## src/hw/rtl/ep2cal_pkg.sv

```systemverilog
// Package for the epoch seconds to calendar converter.
// Holds the sequencer state type, the division constants and the month length table.
// No dependencies.
`default_nettype none

package ep2cal_pkg;

  // Sequencer states
  typedef enum logic [3:0] {
    ST_IDLE,
    ST_DAY,
    ST_DAY_REM,
    ST_HOUR,
    ST_HOUR_REM,
    ST_MIN,
    ST_MIN_REM,
    ST_YEAR,
    ST_MONTH,
    ST_DONE
  } state_e;

  // Divide by a constant through a reciprocal multiply. Each divisor is an odd part
  // shifted left; drop the shift as low bits, then (x * Recip) >> shift gives the
  // quotient by the odd part, exact over the whole range of x.
  //   days:    86400 = 675 << 7, x below 2^25, shift 35
  //   hours:   3600  = 225 << 4, x below 5400, shift 21
  //   minutes: 60    = 15  << 2, x below 900,  shift 14
  localparam logic [25:0] DayRecip  = 26'd50903317;
  localparam logic [9:0]  DayOdd    = 10'd675;
  localparam logic [13:0] HourRecip = 14'd9321;
  localparam logic [7:0]  HourOdd   = 8'd225;
  localparam logic [10:0] MinRecip  = 11'd1093;
  localparam logic [3:0]  MinOdd    = 4'd15;

  localparam logic [8:0]  DaysCommon  = 9'd365;
  localparam logic [8:0]  DaysLeap    = 9'd366;
  localparam logic [11:0] YearBase    = 12'd1970;

  // Days in a month, month is one-based; leap selects 29 days for February
  function automatic logic [4:0] month_len(input logic [3:0] month, input logic leap);
    logic [4:0] len;
    case (month)
      4'd2:                      len = leap ? 5'd29 : 5'd28;
      4'd4, 4'd6, 4'd9, 4'd11:   len = 5'd30;
      default:                   len = 5'd31;
    endcase
    return len;
  endfunction

endpackage

`default_nettype wire

```

## src/hw/rtl/epoch_seconds_to_calendar.sv

```systemverilog
// Epoch seconds to calendar date and time converter, top level.
// Uses ep2cal_pkg for the state type, constants and month length table.
// A shared multiplier and a subtractor are stepped by a small sequencer.
`default_nettype none

// Converts a 32-bit count of seconds since 1970-01-01 00:00:00 into year, month,
// day (one-based), hour, minute and second. Every year divisible by four is
// counted as leap, 2100 included. The sequencer first splits off days, hours,
// minutes and seconds with one shared multiplier (a reciprocal multiply, then
// the remainder, for each unit); the single subtractor then takes off one year
// or one month a cycle. A new item is taken only when the sequencer is idle,
// in the cycle after the previous result is loaded; a finished result waits in
// the output register and does not block the input, but the sequencer holds its
// next result until that register is free.
module epoch_seconds_to_calendar (
  input  wire logic        clk_i,
  input  wire logic        rst_ni,
  input  wire logic        in_valid_i,
  output logic             in_ready_o,
  input  wire logic [31:0] epoch_seconds_i,
  output logic             out_valid_o,
  input  wire logic        out_ready_i,
  output logic [11:0]      year_o,
  output logic [3:0]       month_o,
  output logic [4:0]       day_o,
  output logic [4:0]       hour_o,
  output logic [5:0]       minute_o,
  output logic [5:0]       second_o
);

  ep2cal_pkg::state_e state_q, state_d;
  logic               out_valid_q, out_valid_d;

  // Working registers
  logic [31:0] num_q, num_d;
  logic [16:0] rem_q, rem_d;
  logic [15:0] days_q, days_d;
  logic [11:0] year_q, year_d;
  logic [3:0]  month_q, month_d;
  logic [4:0]  hour_q, hour_d;
  logic [5:0]  minute_q, minute_d;
  logic [5:0]  second_q, second_d;

  // Output registers
  logic [11:0] year_out_q, year_out_d;
  logic [3:0]  month_out_q, month_out_d;
  logic [4:0]  day_out_q, day_out_d;
  logic [4:0]  hour_out_q, hour_out_d;
  logic [5:0]  minute_out_q, minute_out_d;
  logic [5:0]  second_out_q, second_out_d;

  // Shared multiplier
  logic [24:0] mul_a;
  logic [25:0] mul_b;
  logic [50:0] prod;
  logic [9:0]  day_rem;
  logic [7:0]  hour_rem;
  logic [3:0]  min_rem;

  // Year and month subtractor
  logic [8:0]  op_b;
  logic [16:0] diff;
  logic        borrow;
  logic        leap;
  logic [8:0]  year_len;
  logic        out_free;

  assign leap     = (year_q[1:0] == 2'b00);
  assign year_len = leap ? ep2cal_pkg::DaysLeap : ep2cal_pkg::DaysCommon;

  // Select multiplier operands for the current step
  always_comb begin
    mul_a = num_q[31:7];
    mul_b = ep2cal_pkg::DayRecip;
    unique case (state_q)
      ep2cal_pkg::ST_DAY_REM: begin
        mul_a = {9'd0, days_q};
        mul_b = {16'd0, ep2cal_pkg::DayOdd};
      end
      ep2cal_pkg::ST_HOUR: begin
        mul_a = {12'd0, rem_q[16:4]};
        mul_b = {12'd0, ep2cal_pkg::HourRecip};
      end
      ep2cal_pkg::ST_HOUR_REM: begin
        mul_a = {20'd0, hour_q};
        mul_b = {18'd0, ep2cal_pkg::HourOdd};
      end
      ep2cal_pkg::ST_MIN: begin
        mul_a = {15'd0, rem_q[11:2]};
        mul_b = {15'd0, ep2cal_pkg::MinRecip};
      end
      ep2cal_pkg::ST_MIN_REM: begin
        mul_a = {19'd0, minute_q};
        mul_b = {22'd0, ep2cal_pkg::MinOdd};
      end
      default: begin
        mul_a = num_q[31:7];
        mul_b = ep2cal_pkg::DayRecip;
      end
    endcase
  end

  assign prod = {26'd0, mul_a} * {25'd0, mul_b};

  // Remainders are below the odd divisor, so only their low bits are needed
  assign day_rem  = num_q[16:7] - prod[9:0];
  assign hour_rem = rem_q[11:4] - prod[7:0];
  assign min_rem  = rem_q[5:2] - prod[3:0];

  // Take off a year or a month when it fits
  assign op_b   = (state_q == ep2cal_pkg::ST_YEAR) ? year_len
                                                   : {4'd0, ep2cal_pkg::month_len(month_q, leap)};
  assign diff   = {1'b0, days_q} - {8'd0, op_b};
  assign borrow = diff[16];

  assign out_free   = !out_valid_q || out_ready_i;
  assign in_ready_o = (state_q == ep2cal_pkg::ST_IDLE);

  // Sequencer: next state and working register updates
  always_comb begin
    state_d      = state_q;
    out_valid_d  = out_valid_q;
    num_d        = num_q;
    rem_d        = rem_q;
    days_d       = days_q;
    year_d       = year_q;
    month_d      = month_q;
    hour_d       = hour_q;
    minute_d     = minute_q;
    second_d     = second_q;
    year_out_d   = year_out_q;
    month_out_d  = month_out_q;
    day_out_d    = day_out_q;
    hour_out_d   = hour_out_q;
    minute_out_d = minute_out_q;
    second_out_d = second_out_q;

    // Drop the result once taken
    if (out_valid_q && out_ready_i) begin
      out_valid_d = 1'b0;
    end

    unique case (state_q)
      ep2cal_pkg::ST_IDLE: begin
        if (in_valid_i) begin
          num_d   = epoch_seconds_i;
          state_d = ep2cal_pkg::ST_DAY;
        end
      end
      ep2cal_pkg::ST_DAY: begin
        // Whole days
        days_d  = prod[50:35];
        state_d = ep2cal_pkg::ST_DAY_REM;
      end
      ep2cal_pkg::ST_DAY_REM: begin
        // Seconds of the day
        rem_d   = {day_rem, num_q[6:0]};
        state_d = ep2cal_pkg::ST_HOUR;
      end
      ep2cal_pkg::ST_HOUR: begin
        hour_d  = prod[25:21];
        state_d = ep2cal_pkg::ST_HOUR_REM;
      end
      ep2cal_pkg::ST_HOUR_REM: begin
        // Seconds of the hour
        rem_d   = {5'd0, hour_rem, rem_q[3:0]};
        state_d = ep2cal_pkg::ST_MIN;
      end
      ep2cal_pkg::ST_MIN: begin
        minute_d = prod[19:14];
        state_d  = ep2cal_pkg::ST_MIN_REM;
      end
      ep2cal_pkg::ST_MIN_REM: begin
        second_d = {min_rem, rem_q[1:0]};
        year_d   = ep2cal_pkg::YearBase;
        month_d  = 4'd1;
        state_d  = ep2cal_pkg::ST_YEAR;
      end
      ep2cal_pkg::ST_YEAR: begin
        // Take off one whole year a cycle
        if (borrow) begin
          state_d = ep2cal_pkg::ST_MONTH;
        end else begin
          days_d = diff[15:0];
          year_d = year_q + 12'd1;
        end
      end
      ep2cal_pkg::ST_MONTH: begin
        // Take off one whole month a cycle
        if (borrow) begin
          state_d = ep2cal_pkg::ST_DONE;
        end else begin
          days_d  = diff[15:0];
          month_d = month_q + 4'd1;
        end
      end
      ep2cal_pkg::ST_DONE: begin
        // Hold until the output register is free
        if (out_free) begin
          year_out_d   = year_q;
          month_out_d  = month_q;
          day_out_d    = days_q[4:0] + 5'd1;
          hour_out_d   = hour_q;
          minute_out_d = minute_q;
          second_out_d = second_q;
          out_valid_d  = 1'b1;
          state_d      = ep2cal_pkg::ST_IDLE;
        end
      end
      default: state_d = ep2cal_pkg::ST_IDLE;
    endcase
  end

  // Control registers
  always_ff @(posedge clk_i or negedge rst_ni) begin
    if (!rst_ni) begin
      state_q     <= ep2cal_pkg::ST_IDLE;
      out_valid_q <= 1'b0;
    end else begin
      state_q     <= state_d;
      out_valid_q <= out_valid_d;
    end
  end

  // Payload registers
  always_ff @(posedge clk_i) begin
    num_q        <= num_d;
    rem_q        <= rem_d;
    days_q       <= days_d;
    year_q       <= year_d;
    month_q      <= month_d;
    hour_q       <= hour_d;
    minute_q     <= minute_d;
    second_q     <= second_d;
    year_out_q   <= year_out_d;
    month_out_q  <= month_out_d;
    day_out_q    <= day_out_d;
    hour_out_q   <= hour_out_d;
    minute_out_q <= minute_out_d;
    second_out_q <= second_out_d;
  end

  assign out_valid_o = out_valid_q;
  assign year_o      = year_out_q;
  assign month_o     = month_out_q;
  assign day_o       = day_out_q;
  assign hour_o      = hour_out_q;
  assign minute_o    = minute_out_q;
  assign second_o    = second_out_q;

endmodule

`default_nettype wire
```

## config.mk

```make
export PLATFORM = sky130hd
export DESIGN_NAME = epoch_seconds_to_calendar
export DESIGN_NICKNAME = d
export VERILOG_FILES = /design/src/hw/rtl/ep2cal_pkg.sv /design/src/hw/rtl/epoch_seconds_to_calendar.sv
export SDC_FILE = /design/constraint.sdc
export NUM_CORES = 1
export LEC_CHECK = 0
export ABC_CLOCK_PERIOD_IN_PS = 14460
export BUFFER_PORTS_ARGS = -buffer_cell sky130_fd_sc_hd__buf_2
export CAP_MARGIN = 20
export CORE_MARGIN = 3
export CORE_UTILIZATION = 40
export DETAILED_ROUTE_END_ITERATION = 7
export GPL_ROUTABILITY_DRIVEN = 1
export PLACE_DENSITY = 0.68
export SLEW_MARGIN = 20
export SYNTH_ARGS = -nofsm -noshare
export SYNTH_HDL_FRONTEND = slang
export SYNTH_SLANG_ARGS = --single-unit
```

## constraint.sdc

```tcl
create_clock -name clk_i -period 14.46 [get_ports clk_i]
set_input_delay 1.446 -clock clk_i [delete_from_list [all_inputs] [get_ports clk_i]]
set_output_delay 1.446 -clock clk_i [all_outputs]
set_load 0.05 [all_outputs]
```

==> flow_metrics.env <==
export IMPL_cp_common_cell="fa_1"
export IMPL_cts_tree="yes"
export IMPL_fmax_mhz=112
export IMPL_rows=84
export IMPL_synth_area_leader_cell="fa_1"
export IMPL_htreeDepth=4
export IMPL_required_ns=14.64
export IMPL_via_per_inst=5.11
export IMPL_syn_area_um2=21600
export IMPL_layout_min_cycle_time_ns=8.92
export IMPL_drc_errors=0
export IMPL_crit_type="reg2reg"
export IMPL_hp_class="reg2reg"
export IMPL_hold_buffers=0
export IMPL_cts_root_buffer="clkbuf_16"
export IMPL_pin_count=76
export IMPL_clock_latency_ns=0.48
export IMPL_synth_edff_count=136
export IMPL_fin_crit_sh=0.617
export IMPL_cp_end_kind="register"
export IMPL_grtUsageTotal=0.216
export IMPL_cp_start_kind="register"
export IMPL_clock_path_buffers=2
export IMPL_relSlewSlack=0.334
export IMPL_synthesis_instances=2145
export IMPL_status="completed"
export IMPL_cpMaxStageDelayCell="nor2b_1"
export IMPL_async_flop_share=0.0355
export IMPL_yosysMostFrequentCell="inv_1"
export IMPL_port_buffers=75
export IMPL_antenna_found_initial=0
export IMPL_die_h_um=238
export IMPL_slowest_delay_ns=0.83
export IMPL_maxCapViolCount=0
export IMPL_synth_top_area_frac=0.330
export IMPL_grt_pass1_wl_um=92500
export IMPL_cts_buffers=17
export IMPL_synth_flop_cell="edfxtp_1"
export IMPL_seq_area_um2=4210
export IMPL_postCtsSetupBuffers=0
export IMPL_nets=2960
export IMPL_core_area_um2=53000
export IMPL_path_clk_slew_ns=0.06
export IMPL_drive_gt1_frac=0.0585
export IMPL_synth_top_cells_by_count="562 x inv_1, 356 x fa_1, 292 x ha_1"
export IMPL_dr_total_vias=15200
export IMPL_slew_violations=0
export IMPL_diodes=0
export IMPL_cp_max_fo=16
export IMPL_grt_setup_unrepaired="false"
export IMPL_ys_warn_count=0
export IMPL_die_w_um=238
export IMPL_grt_overflow_total=0
export IMPL_grt_pass1_vias=16400
export IMPL_setup_violations=0
export IMPL_layout_filler_cells=5047
export IMPL_syn_to_final_growth_pct=9.49
export IMPL_worstPathArrival_ns=9.10
export IMPL_wirelength_um=58900
export IMPL_initial_utilization=0.408
export IMPL_postRouteAntennaNets=0
export IMPL_synth_area_top_cells="fa_1 33%, edfxtp_1 19%, ha_1 17%, inv_1 9.8%, nand2_1 2.6%"
export IMPL_wl_per_cell_um=19.8
export IMPL_ys_seq_area_frac=0.195
export IMPL_final_hold_viol_count=0
export IMPL_finalClockSkew_ns=0.0288
export IMPL_ys_types=65
export IMPL_fin_tns_setup_ns=0
export IMPL_dr_pass1_iters=5
export IMPL_multiInputGateArea_um2=15400
export IMPL_ctsResizeCount=0
export IMPL_clkSinkCount=141
export IMPL_syn_avg_cell_area_um2=10.1
export IMPL_dp_hpwl_um=50900
export IMPL_grt_max_degree=43
export IMPL_drtIter0Drc=940
export IMPL_worst_pin_slew_ns=0.993
export IMPL_die_area_um2=56900
export IMPL_ys_ff_latch=141
export IMPL_gp_congestion=1.01
## flip-flops by register name, indices dropped and copies added, names as in the netlist
name         flops
days_q          16
rem_q           17
year_o          12
month_q          4
hour_q           5
month_o          4
minute_o         6
minute_q         6
second_q         6
hour_o           5
day_o            5
second_o         6
num_q           32
out_valid_o      1
year_q          12
state_q          4
## per-layer routing
metal  routed length (µm)  global-route usage  vias to the layer above
met5                    0                   0                        -
met2                29100               0.367                      435
met4                 2150              0.0826                        0
li1                     -                   -                     6967
met3                 3490              0.0399                       92
met1                24100               0.275                     7728
## final cells by class
type,instances,share of cell area
Tap cell,688,0.0364
Clock inverter,15,0.00883
Sequential cell,141,0.178
Multi-Input combinational cell,1470,0.651
Inverter,563,0.0893
Clock buffer,17,0.0180
Timing Repair Buffer,83,0.0184
## placed cells by master (no fill, tap or decap), types with 5 or more instances in the layout
cell type | Yosys | final
ha_1 | 292 | 292
mux2i_1 | 7 | 7
xor2_1 | 27 | 27
mux2_2 | 6 | 6
nand3_1 | 37 | 37
nor2_1 | 82 | 82
xnor2_1 | 49 | 49
a31oi_1 | 13 | 13
o211ai_1 | 6 | 6
a21o_1 | 27 | 27
and3_1 | 29 | 29
buf_2 | 7 | 75
conb_1 | 2 | 72
o21a_1 | 8 | 8
nand2_1 | 152 | 152
nand2b_1 | 10 | 10
clkbuf_16 | 0 | 17
dfrtp_1 | 5 | 5
o21ai_0 | 52 | 52
nor2b_1 | 14 | 14
inv_1 | 562 | 562
or3_1 | 8 | 8
a22oi_1 | 11 | 11
and2_1 | 32 | 31
nor3_1 | 17 | 14
edfxtp_1 | 136 | 136
buf_4 | 0 | 8
fa_1 | 356 | 356
a211oi_1 | 9 | 9
nand4_1 | 13 | 13
o21bai_1 | 12 | 12
a21oi_1 | 73 | 72
## cell families after synthesis
group                    share of synthesized area
XOR/XNOR                                    0.0308
AO/OA/AOI/OAI                               0.0733
flip-flops                                   0.195
buffers and inverters                        0.106
other                                     0.000347
AND/OR/NAND/NOR                             0.0900
multiplexers                               0.00637
adder cells (fa/ha/maj)                      0.499
## critical path: cells and delay by family (launching register included)
family | cells | cell delay, ns
AO/OA/AOI/OAI | 6 | 1.48
XOR/XNOR | 1 | 0.15
adder cells (fa/ha/maj) | 8 | 3.85
buffers and inverters | 4 | 0.22
flip-flops | 1 | 0.62
AND/OR/NAND/NOR | 6 | 2.31
## path summary, 6_finish.rpt
path	cells after the start	from	end	slack (ns)
max in group asynchronous	1	rst_ni	out_valid_o	13.50
min	0	second_q[0]	second_o[0]	0.42
min reg2reg	0	second_q[0]	second_o[0]	0.42
max	25	state_q[1]	days_q[14]	5.54
min in group asynchronous	1	rst_ni	state_q[0]	0.81
max reg2reg	25	state_q[1]	days_q[14]	5.54
## through the flow
step | utilization | setup slack (ns) | instance area (µm²) | std cells | hold WS [ns]
finish | 0.447 | 5.54 | 23700 | 2977 | 0.418
detailed placement | 0.435 | 5.68 | 23000 | 2945 | 0.406
CTS | 0.447 | 5.67 | 23700 | 2977 | 0.421
global placement | 0.435 | 5.82 | 23000 | 2945 | 0.401
floorplan | - | 6.64 | 21900 | 2215 | 0.400
global route | 0.447 | 5.03 | 23700 | 2977 | 0.422
Power is not shown: default switching activity piles up to over one toggle a cycle in this logic, so the estimate is an artifact.
